`src/rtl/gerb_pkg.sv`:
```
// ----------------------------------------------------------------------------
// gerb_pkg
// Shared types, constants and helpers of the graphics engine register block.
// ----------------------------------------------------------------------------
`default_nettype none

package gerb_pkg;

    localparam int unsigned WINDOW_BYTES       = 8192;
    localparam int unsigned WORDS              = WINDOW_BYTES / 4;
    localparam int unsigned ADDR_W             = $clog2(WORDS);

    localparam logic [15:0] INTR_OFFSET        = 16'd256;
    localparam logic [15:0] STATUS_OFFSET      = 16'd1792;
    localparam logic [15:0] FIFO_OFFSET        = 16'd1824;
    localparam logic [15:0] CTX_CONTROL_OFFSET = 16'd324;
    localparam logic [31:0] CS_INTR_MASK       = 32'h0000_1000;

    localparam logic [1:0]  FUNC_READ          = 2'd0;
    localparam logic [1:0]  FUNC_WRITE         = 2'd1;
    localparam logic [1:0]  FUNC_EVENT         = 2'd2;

    localparam logic [1:0]  STATUS_OK          = 2'd0;
    localparam logic [1:0]  STATUS_RANGE       = 2'd1;
    localparam logic [1:0]  STATUS_SIZE        = 2'd2;

    localparam logic [2:0]  SIZE_BYTE          = 3'd1;
    localparam logic [2:0]  SIZE_HALF          = 3'd2;
    localparam logic [2:0]  SIZE_WORD          = 3'd4;

    typedef struct packed {
        logic [1:0]  func;
        logic [15:0] byte_offset;
        logic [2:0]  access_size;
        logic [31:0] write_data;
        logic        engine_busy;
    } gerb_in_t;

    typedef struct packed {
        logic [31:0] read_data;
        logic [1:0]  access_status;
        logic        fifo_kick;
        logic        irq_recompute;
        logic [31:0] interrupt_pending;
        logic [31:0] work_count;
    } gerb_out_t;

    typedef struct packed {
        logic              load;
        logic              mem_rd;
        logic              exec;
        logic              clear_we;
        logic [ADDR_W-1:0] clear_addr;
    } gerb_cmd_t;

    function automatic logic [31:0] lane_mask(input logic [2:0] size);
        logic [31:0] m;
        case (size)
            SIZE_BYTE: m = 32'h0000_00FF;
            SIZE_HALF: m = 32'h0000_FFFF;
            default:   m = 32'hFFFF_FFFF;
        endcase
        return m;
    endfunction

endpackage

`default_nettype wire

```
`src/rtl/gerb_ctrl.sv`:
```
// ----------------------------------------------------------------------------
// gerb_ctrl
// Sequencer: clearing pass after reset, then accept / lookup / execute per
// transfer, with the output register handshake.
// ----------------------------------------------------------------------------
`default_nettype none

module gerb_ctrl
    import gerb_pkg::*;
(
    input  wire logic      clk,
    input  wire logic      rst_n,
    input  wire logic      in_valid,
    output logic           in_ready,
    output logic           out_valid,
    input  wire logic      out_ready,
    output gerb_cmd_t      cmd
);

    typedef enum logic [1:0] {
        S_CLEAR,
        S_IDLE,
        S_LOOKUP,
        S_EXEC
    } state_t;

    state_t            state_reg, state_next;
    logic [ADDR_W-1:0] clear_cnt_reg, clear_cnt_next;
    logic              in_ready_reg, in_ready_next;
    logic              out_valid_reg, out_valid_next;
    logic              exec_go;

    assign exec_go = (state_reg == S_EXEC) && (!out_valid_reg || out_ready);

    always_comb
    begin
        state_next     = state_reg;
        clear_cnt_next = clear_cnt_reg;
        out_valid_next = out_valid_reg;
        if (out_valid_reg && out_ready)
        begin
            out_valid_next = 1'b0;
        end
        case (state_reg)
            S_CLEAR:
            begin
                clear_cnt_next = clear_cnt_reg + ADDR_W'(1);
                if (clear_cnt_reg == ADDR_W'(WORDS - 1))
                begin
                    state_next = S_IDLE;
                end
            end
            S_IDLE:
            begin
                if (in_valid && in_ready_reg)
                begin
                    state_next = S_LOOKUP;
                end
            end
            S_LOOKUP:
            begin
                state_next = S_EXEC;
            end
            S_EXEC:
            begin
                if (exec_go)
                begin
                    state_next     = S_IDLE;
                    out_valid_next = 1'b1;
                end
            end
            default:
            begin
                state_next = S_IDLE;
            end
        endcase
        in_ready_next = (state_next == S_IDLE);
    end

    always_ff @(posedge clk or negedge rst_n)
    begin
        if (!rst_n)
        begin
            state_reg     <= S_CLEAR;
            clear_cnt_reg <= '0;
            in_ready_reg  <= 1'b0;
            out_valid_reg <= 1'b0;
        end
        else
        begin
            state_reg     <= state_next;
            clear_cnt_reg <= clear_cnt_next;
            in_ready_reg  <= in_ready_next;
            out_valid_reg <= out_valid_next;
        end
    end

    assign in_ready       = in_ready_reg;
    assign out_valid      = out_valid_reg;
    assign cmd.load       = in_valid && in_ready_reg;
    assign cmd.mem_rd     = (state_reg == S_LOOKUP);
    assign cmd.exec       = exec_go;
    assign cmd.clear_we   = (state_reg == S_CLEAR);
    assign cmd.clear_addr = clear_cnt_reg;

endmodule

`default_nettype wire

```
`config.mk`:
```
export PLATFORM = sky130hd
export DESIGN_NAME = gerb_ctrl
export DESIGN_NICKNAME = d
export VERILOG_FILES = /design/src/rtl/gerb_pkg.sv /design/src/rtl/gerb_ctrl.sv
export SDC_FILE = /design/constraint.sdc
export NUM_CORES = 1
export LEC_CHECK = 0
export BUFFER_PORTS_ARGS = -buffer_cell sky130_fd_sc_hd__buf_2
export CAP_MARGIN = 25
export CORE_MARGIN = 3
export CORE_UTILIZATION = 30
export CTS_BUF_LIST = sky130_fd_sc_hd__clkbuf_4
export DETAILED_ROUTE_END_ITERATION = 8
export REMOVE_ABC_BUFFERS = 1
export SYNTH_ARGS = -nofsm -noshare
export SYNTH_HDL_FRONTEND = slang
export SYNTH_SLANG_ARGS = --single-unit
```
`constraint.sdc`:
```
create_clock -name clk -period 1.8 [get_ports clk]
set_clock_uncertainty 0.15 [all_clocks]
set_input_delay 0.36 -clock clk [delete_from_list [all_inputs] [get_ports clk]]
set_output_delay 0.36 -clock clk [all_outputs]
set_load 0.01 [all_outputs]
```
==> reports/qor.yml, run 1 <==
worst_setup_hold_path_clk_slew_ps: 80
wirelength_microns: 1200
multi_input_area_sq_um: 274
outcome: "finished clean"
synth.yosys.seq_area_share_pct: 56.8
io_pins: 21
slowest_stage: "dfrtp_1"
path_delay_family: "flip-flops"
netlist_instances: 56
route.detailed.vias_per_inst: 4.46
drtIter0Drc: 2
ys_seq_elements: 15
remaining_number_of_nets_flagged_by_the_antenna_check_after_routing: 0
yosys_warnings: 0
vdd_ir_max_mv: 0.647
fin_util_pct: 40.9
root_buffer: "clkbuf_4"
routabilityCongestion: 0.722
min-delay-path-class: "primary input to flop"
path_max_fanout: 8
hold_slack_ps: 230
core.rowCount: 16
synth_simple_gate_area_share_pct: 21.2
fmaxAchievable_mhz: 585
drv_cap: 0
num_antenna_cells: 0
finalSetupViolCount: 0
timing_max_transition_violations_final: 0
holdPathEnd: "out_valid"
hold_path.startpoint: "out_ready"
largest_register_ffs: 11
tritoncts_num_sinks: 15
report.power.total_mw: 1.13
compound_cell_area_share_of_the_yosys_netlist_pct: 3.41
critical_path.endpoint_type: "output port"
unrepaired_setup_endpoints_after_global_routing: "no"
setup-tns-final_ps: 0
die_wd_microns: 52.9
clkLatencyLatePin_ps: 270
min_path_cells: 3
layout-drive-gt1-share_pct: 36.3
drc: 0
cts_buffers: 3
timing.final.crit_period_ps: 1710
worstPathBufferInverterCount: 1
floorplan.core_area_sq_um: 2020
postCtsResizedCells: 0
sequential_cell_area_sq_um: 375
worst_slew_pin_slew_ps: 328
finalCritPeriodShare_pct: 94.9
critical_path_arrival_ps: 1200
worstPathRequired_ps: 1290
crit_chain: "nor2_1 > buf_2"
ff2ff_path_depth: 4
power_per_cell_area_nw_per_um2: 1370
report.final.hold_viol_count: 0
crit_path_max_incr_delay_ps: 450
drt_pass_1_iters: 2
setup.worst_path.start_class: "flop"
routedWlPerCell_microns: 11.2
floorplan.initialDensity_pct: 32.7
syn_avg_cell_area_sq_um: 11.8
grt_max_degree: 16
syn_area_sq_um: 661
dp_hpwl_microns: 913
grt_overflow: 0
slew-limit-headroom_pct: 78.1
area.growth.synth_to_final_pct: 25.2
nets: 86
post_synth_num_cell_types: 19
main_combinational_cell_family_by_area_after_synthesis: "simple AND/OR/NAND/NOR gates"
synthXorXnorAreaFrac_pct: 13.3
htree_num_levels: 1
grt_pass1_wl_microns: 1820
fillers: 210
track_usage_pct: 9.35
grt_pass1_vias: 412
design.die.area_sq_um: 2800
placement.io_buffers: 20
tritoncts_clock_tree: "done"
criticalPathCategory: "flop to output port"
crit-reg2reg-launch: "clear_cnt_reg[0]"
vertical_die_dimension_microns: 52.9
reg_to_reg_slack_setup_ps: 270
static-leakage-power_nw: 0.406
count_of_vias_placed_by_the_detailed_router: 477
clockBufferDepth: 2
synth_adder_area_share_pct: 1.89
grt_antenna_before_repair: 0
synth.mux.area_fraction_pct: 1.70
worst_r2r_endpoint: "clear_cnt_reg[10]"
==> Yosys cell counts <==
cell      instances  area [sq um]
nand3_1           2          10.0
ha_1              1          12.5
and4_2            1          10.0
a21oi_1           2          10.0
a31oi_1           2          12.5
xnor2_1           9          78.8
dfrtp_1          15           375
nand4_1           5          31.3
and2b_2           1          8.76
nor2b_1           1          6.26
nand2_1           7          26.3
and2_1            2          12.5
nand2b_1          1          6.26
mux2_2            1          11.3
buf_4             1          7.51
and4bb_2          2          25.0
xor2_1            1          8.76
inv_1             1          3.75
nor2_1            1          3.75
==> cells by family (layout without fill, tap and decap cells) <==
logic type               after synthesis  after routing
AO/OA/AOI/OAI                          4              4
XOR/XNOR                              10             10
adder cells (fa/ha/maj)                1              1
flip-flops                            15             15
AND/OR/NAND/NOR                       23             23
multiplexers                           1              1
buffers and inverters                  2             26
==> cells in the final DEF, fill, tap and decap left out <==
cell            n
dlygate4sd3_1   1
mux2_2          1
xnor2_1         9
nand2_1         7
and2_1          2
inv_1           1
nor2b_1         1
nand4_1         5
xor2_1          1
nor2_1          1
and4bb_2        2
and2b_2         1
dfrtp_1        15
buf_2          20
a21oi_1         2
nand2b_1        1
a31oi_1         2
clkbuf_4        4
ha_1            1
and4_2          1
nand3_1         2
==> layer usage <==
metal  global-route usage, %  share of wire (%)  vias up
met5                       0                  0        -
met4                    7.66                2.2        0
met3                    2.54                7.7        4
met2                    13.0                 42       16
met1                    11.9                 48      218
li1                        -                  -      239
==> power by group <==
group / internal [mW] / leakage [nW] / switching (mW)
logic: 0.185 / 0.196 / 0.188
clock network: 0.101 / 0.0184 / 0.0984
registers: 0.437 / 0.192 / 0.123
==> area by class of cell <==
| class | count | share of cell area [%] |
|---|---|---|
| inverter | 1 | 0.454 |
| tap | 27 | 4.08 |
| multi-input combinational | 39 | 33.1 |
| timing repair buffer | 21 | 13.3 |
| sequential | 15 | 45.4 |
| clock buffer | 4 | 3.63 |
==> stage by stage <==
stage | cell area (sq um) | worst slack [ps] | cells
6_report | 827 | 91.5 | 107
5_1_grt | 827 | 5.58 | 107
4_1_cts | 827 | 74.2 | 107
3_5_place_dp | 787 | 287 | 102
3_3_place_gp | 787 | 283 | 102
2_1_floorplan | 653 | 360 | 55
==> worst reg2reg max path, cell delays in order (launching register included) <==
cell and delay, ps:
dfrtp_1 490, ha_1 210, and4bb_2 300, nand4_1 130, xnor2_1 140
==> timing repair <==
item	in CTS	in global routing
hold buffers	1	0
hold endpoints to repair	15	0
setup buffers	0	0
==> worst max path at each step <==
stage          cells past startpoint        startpoint                end  slack (ps)
4_1_cts                            2      state_reg[0]            cmd[11]          70
5_1_grt                            2      state_reg[1]            cmd[11]           6
3_5_place_dp                       4  clear_cnt_reg[0]  clear_cnt_reg[10]         290
3_3_place_gp                       4  clear_cnt_reg[0]   clear_cnt_reg[6]         280
6_report                           2      state_reg[0]            cmd[11]          90
2_1_floorplan                      4  clear_cnt_reg[0]   clear_cnt_reg[6]         360
(Power assumes the default switching activity.)
==> run 2, diff against run 1 <==
--- a/config.mk
+++ b/config.mk
@@ -6,11 +6,12 @@
 export NUM_CORES = 1
 export LEC_CHECK = 0
 export BUFFER_PORTS_ARGS = -buffer_cell sky130_fd_sc_hd__buf_2
-export CAP_MARGIN = 25
+export CAP_MARGIN = 30
 export CORE_MARGIN = 3
 export CORE_UTILIZATION = 30
 export CTS_BUF_LIST = sky130_fd_sc_hd__clkbuf_4
 export DETAILED_ROUTE_END_ITERATION = 8
+export RECOVER_POWER = 25
 export REMOVE_ABC_BUFFERS = 1
 export SYNTH_ARGS = -nofsm -noshare
 export SYNTH_HDL_FRONTEND = slang
==> run 2 against run 1 <==
Net effect: clock-buffer cell count is the same; setup slack stayed put; worst hold slack is the same; non-clock buffer count stayed put; core utilization fell by 0.062 points; clock power barely moved; cell count did not move; total power about the same; global-route usage did not move; register-to-register slack about the same; die area unchanged; sequential share of layout area grew 0.069 points; critical path type unchanged.
==> reports/qor.yml, run 2 (synthesis gave the netlist of run 1 again) <==
outcome: "finished clean"
worst_r2r_endpoint: "clear_cnt_reg[10]"
design.die.area_sq_um: 2800  # unchanged
critical_path_arrival_ps: 1200  # about the same
core.rowCount: 16  # unchanged
slew-limit-headroom_pct: 47.8  # -30 points
tritoncts_num_sinks: 15  # unchanged
drc: 0  # unchanged
critical_path.endpoint_type: "output port"
num_antenna_cells: 0  # unchanged
worstSetupEndpoint: "cmd[11]"
route.detailed.vias_per_inst: 4.46  # unchanged
crit_path_max_incr_delay_ps: 450  # about the same
drv_cap: 0  # unchanged
die_wd_microns: 52.9  # unchanged
report.final.hold_viol_count: 0  # unchanged
dp_hpwl_microns: 913  # unchanged
setup-tns-final_ps: 0  # unchanged
finalCritPeriodShare_pct: 94.9  # unchanged
ff2ff_path_depth: 4  # unchanged
floorplan.core_area_sq_um: 2020  # unchanged
worstPathRequired_ps: 1290  # about the same
routedWlPerCell_microns: 11.2  # -0.17%
crit-reg2reg-launch: "clear_cnt_reg[0]"
post-cts-setup-buffer-count: 0  # unchanged
placement.io_buffers: 20  # unchanged
drt_pass_1_iters: 2  # unchanged
grt_pass1_vias: 412  # unchanged
reg_to_reg_slack_setup_ps: 270  # about the same
worst_slew_pin_slew_ps: 783  # +454 ps
largest_register_ffs: 11  # unchanged
fin_util_pct: 40.8  # -0.062 points
nets: 86  # unchanged
timing_max_transition_violations_final: 0  # unchanged
htree_num_levels: 1  # unchanged
criticalPathCategory: "flop to output port"
grt_max_degree: 16  # unchanged
power_per_cell_area_nw_per_um2: 1370  # +0.12%
grt_antenna_before_repair: 0  # unchanged
unrepaired_setup_endpoints_after_global_routing: "no"
vertical_die_dimension_microns: 52.9  # unchanged
fmaxAchievable_mhz: 585  # unchanged
vdd_ir_max_mv: 0.647  # about the same
setup.worst_path.start_class: "flop"
min_path_cells: 3  # unchanged
worstPathBufferInverterCount: 1  # unchanged
path_delay_family: "flip-flops"
io_pins: 21  # unchanged
floorplan.initialDensity_pct: 32.7  # unchanged
min-delay-path-class: "primary input to flop"
clockBufferDepth: 2  # unchanged
drtIter0Drc: 2  # unchanged
tritoncts_clock_tree: "done"
routabilityCongestion: 0.722  # unchanged
grt_overflow: 0  # unchanged
static-leakage-power_nw: 0.403  # -0.68%
layout-drive-gt1-share_pct: 35.0  # -1.3 points
wirelength_microns: 1200  # -0.17%
crit_chain: "nor2_1 > buf_2"
area.growth.synth_to_final_pct: 25.0
finalSetupViolCount: 0  # unchanged
timing.critical_path.depth: 2  # unchanged
worst_setup_hold_path_clk_slew_ps: 80  # about the same
remaining_number_of_nets_flagged_by_the_antenna_check_after_routing: 0  # unchanged
count_of_vias_placed_by_the_detailed_router: 477  # unchanged
layout_common_cells: "buf_2, dfrtp_1, xnor2_1"
most_common_cell_after_layout_fill_and_taps_aside: "buf_2"
crit_start: "state_reg[0]"
clkLatencyLatePin_ps: 270  # about the same
root_buffer: "clkbuf_4"
path_max_fanout: 8  # unchanged
cts_buffers: 3  # unchanged
timing.final.crit_period_ps: 1710  # unchanged
track_usage_pct: 9.35  # unchanged
grt_pass1_wl_microns: 1820  # unchanged
slowest_stage: "dfrtp_1"
[run 2: cell types whose count changed in the layout (fill, tap and decap cells not counted), sizes merged]
cell,change
clkbuf,+1
buf,-1
[run 2: how the worst min path moves through the flow]
stage          startpoint          endpoint  slack, ps
6_report        out_ready         out_valid        230
3_3_place_gp        rst_n  clear_cnt_reg[2]        130
3_5_place_dp        rst_n  clear_cnt_reg[2]        130
2_1_floorplan       rst_n  clear_cnt_reg[0]        -90
5_1_grt         out_ready         out_valid        230
4_1_cts         out_ready         out_valid        230
[run 2: per-layer routing]
metal,GRT usage [%],vias up,routed length [microns]
met5,0,-,0
met4,7.66,0,26
met2,13.0,16,507
li1,-,239,-
met1,11.9,218,571
met3,2.54,4,92
[run 2: where the power goes]
| group | switching, mW | internal, mW |
|---|---|---|
| combinational | 0.188 | 0.185 |
| sequential | 0.123 | 0.437 |
| clock | 0.0984 | 0.101 |
[run 2: final cells by class]
cell class                 count  area (sq um)
sequential                    15           375
tap                           27          33.8
clock buffer                   4          30.0
multi-input combinational     39           274
inverter                       1          3.75
fill                         211          1200
timing repair buffer          21           109
[run 2: tightest hold or removal path: stages]
cell and delay [ps]:
buf_2 70, nand2b_1 130, nand2_1 60
[run 2: per-stage QoR]
step                      instance area (sq um)  power (mW)  std cells  setup WS [ps]  hold WS [ps]
final                                       826        1.13        107           91.5           230
after global routing                        826        1.23        107           5.58           232
after CTS                                   827        1.15        107           74.2           230
after detailed placement                    787       0.947        102            287           130
after global placement                      787       0.941        102            283           128
after floorplan                             653       0.780         55            360         -85.6
[run 2: what timing repair did]
| item | 4_1_cts | 5_1_grt |
|---|---|---|
| endpoints found under the hold margin | 15 | 0 |
| hold buffers | 1 | 0 |
| resized for setup | 0 | 0 |
==> run 3, diff against run 2 <==
--- a/config.mk
+++ b/config.mk
@@ -7,10 +7,13 @@
 export LEC_CHECK = 0
 export BUFFER_PORTS_ARGS = -buffer_cell sky130_fd_sc_hd__buf_2
 export CAP_MARGIN = 30
+export CELL_PAD_IN_SITES_DETAIL_PLACEMENT = 0
+export CELL_PAD_IN_SITES_GLOBAL_PLACEMENT = 1
 export CORE_MARGIN = 3
 export CORE_UTILIZATION = 30
 export CTS_BUF_LIST = sky130_fd_sc_hd__clkbuf_4
 export DETAILED_ROUTE_END_ITERATION = 8
+export PLACE_DENSITY_LB_ADDON = 0.1
 export RECOVER_POWER = 25
 export REMOVE_ABC_BUFFERS = 1
 export SYNTH_ARGS = -nofsm -noshare
==> run 3 against run 2 <==
Net effect: clock power is 5% lower; routed wire length is 2.0% higher; via count is 4.4% higher; worst hold slack worse by 23 ps; sequential share of layout area stayed put; die area stayed put; combinational power hardly changed; setup slack better by 50 ps; largest cell class unchanged; maximum frequency is 3.0% higher; highest routed layer unchanged; critical path type unchanged.
==> reports/qor.yml, run 3 (synthesis gave the netlist of run 1 again) <==
outcome: "finished clean"
vertical_die_dimension_microns: 52.9  # unchanged
power_per_cell_area_nw_per_um2: 1360  # -0.61%
crit_chain: "nor2_2 > buf_2"
io_pins: 21  # unchanged
layout_common_cells: "buf_2, dfrtp_1, xnor2_1"
track_usage_pct: 10.5  # +1.1 points
fmaxAchievable_mhz: 603  # +3.0%
routedWlPerCell_microns: 11.4  # +2.0%
floorplan.initialDensity_pct: 32.7  # unchanged
core.rowCount: 16  # unchanged
htree_num_levels: 1  # unchanged
remaining_number_of_nets_flagged_by_the_antenna_check_after_routing: 0  # unchanged
floorplan.core_area_sq_um: 2020  # unchanged
count_of_vias_placed_by_the_detailed_router: 498  # +4.4%
min-delay-path-class: "primary input to flop"
cts_buffers: 3  # unchanged
setup.worst_path.start_class: "flop"
worst_setup_hold_path_clk_slew_ps: 90  # about the same
fillers: 201  # -4.7%
drtIter0Drc: 3  # +1
dp.cells: 102  # unchanged
worst_slew_pin_slew_ps: 819  # +36.5 ps
finalWorstSetupSlack_ps: 142  # +50.2 ps
drt_pass_1_iters: 2  # unchanged
timing.final.crit_period_ps: 1660  # -50.2 ps
grt_max_degree: 16  # unchanged
layout-drive-gt1-share_pct: 36.3  # +1.3 points
fin_util_pct: 40.8  # unchanged
timing_max_transition_violations_final: 0  # unchanged
grt_antenna_before_repair: 0  # unchanged
crit_path_max_incr_delay_ps: 470  # +20 ps
route.detailed.vias_per_inst: 4.65  # +4.4%
multi_input_area_sq_um: 277  # +0.91%
setup-tns-final_ps: 0  # unchanged
hold_slack_ps: 208  # -23.0 ps
post-cts-setup-buffer-count: 0  # unchanged
finalSetupViolCount: 0  # unchanged
critical_path_arrival_ps: 1150  # -50 ps
grt_pass1_wl_microns: 2100  # +15%
area.growth.synth_to_final_pct: 25.0  # unchanged
unrepaired_setup_endpoints_after_global_routing: "no"
tritoncts_num_sinks: 15  # unchanged
slew-limit-headroom_pct: 45.4  # -2.4 points
drv_cap: 0  # unchanged
placement.io_buffers: 20  # unchanged
critical_path.endpoint_type: "output port"
drc: 0  # unchanged
report.final.hold_viol_count: 0  # unchanged
design.die.area_sq_um: 2800  # unchanged
static-leakage-power_nw: 0.402  # -0.21%
routabilityCongestion: 0.694  # -3.8%
worstPathBufferInverterCount: 1  # unchanged
sequential_cell_area_sq_um: 375  # unchanged
die_wd_microns: 52.9  # unchanged
report.power.total_mw: 1.12  # -0.61%
slowest_stage: "dfrtp_1"
place_worst_setup_slack_ps: 298  # +11.8 ps
criticalPathCategory: "flop to output port"
instances_no_fill: 107  # unchanged
finalCritPeriodShare_pct: 92.1  # -2.8 points
dp_hpwl_microns: 903  # -1.0%
grt_overflow: 0  # unchanged
num_antenna_cells: 0  # unchanged
worstPathRequired_ps: 1290  # about the same
wirelength_microns: 1220  # +2.0%
clockBufferDepth: 2  # unchanged
root_buffer: "clkbuf_4"
dpl_cell_area_sq_um: 787  # unchanged
clkLatencyLatePin_ps: 280  # about the same
tritoncts_clock_tree: "done"
vdd_ir_max_mv: 0.690  # +6.8%
finish.instance_area_sq_um: 826  # unchanged
path_max_fanout: 8  # unchanged
path_delay_family: "flip-flops"
grt_pass1_vias: 480  # +17%
nets: 86  # unchanged
most_common_cell_after_layout_fill_and_taps_aside: "buf_2"
largest_register_ffs: 11  # unchanged
## run 3: changes by cell type in the layout (fill, tap and decap cells not counted)
cell	previous run	this run
clkbuf_4	4	3
clkinv_2	0	1
nor2_2	0	1
nor2_1	1	0
## run 3: worst paths after layout
path | start | endpoint | slack, ps | depth (start not counted)
setup / recovery | state_reg[1] | cmd[11] | 140 | 2
setup reg to reg | clear_cnt_reg[0] | clear_cnt_reg[6] | 330 | 4
max in group asynchronous | rst_n | clear_cnt_reg[4] | 460 | 2
hold reg to reg | clear_cnt_reg[10] | clear_cnt_reg[10] | 340 | 1
min in group asynchronous | rst_n | out_valid | 520 | 2
hold / removal | out_ready | out_valid | 210 | 3
## run 3: timing repair
action | 4_1_cts | 5_1_grt
endpoints found under the hold margin | 15 | 0
resized for setup | 0 | 1
setup endpoints to repair | 0 | 1
hold buffers | 1 | 0
## run 3: final cells by class
class | instances | share of cell area, %
clock buffer | 3 | 2.73
tap | 27 | 4.09
timing repair buffer | 21 | 13.2
sequential | 15 | 45.5
inverter | 1 | 0.455
clock inverter | 1 | 0.606
multi-input combinational | 39 | 33.5
## run 3: where the power goes
part	switching, mW	internal, mW	leakage, nW	total (mW)
Clock	0.106	0.0825	0.0177	0.189
Combinational	0.184	0.187	0.193	0.371
Sequential	0.129	0.437	0.192	0.565
## run 3: routing by layer
metal,share of wire (%),GRT usage [%]
met1,49,13.7
met2,41,15.5
met3,8.9,5.07
met4,0.98,2.55
met5,0,0
## run 3: tightest hold or removal path, stage by stage
cell      delay [ps]
buf_2             70
nand2b_1         130
nand2_1           50
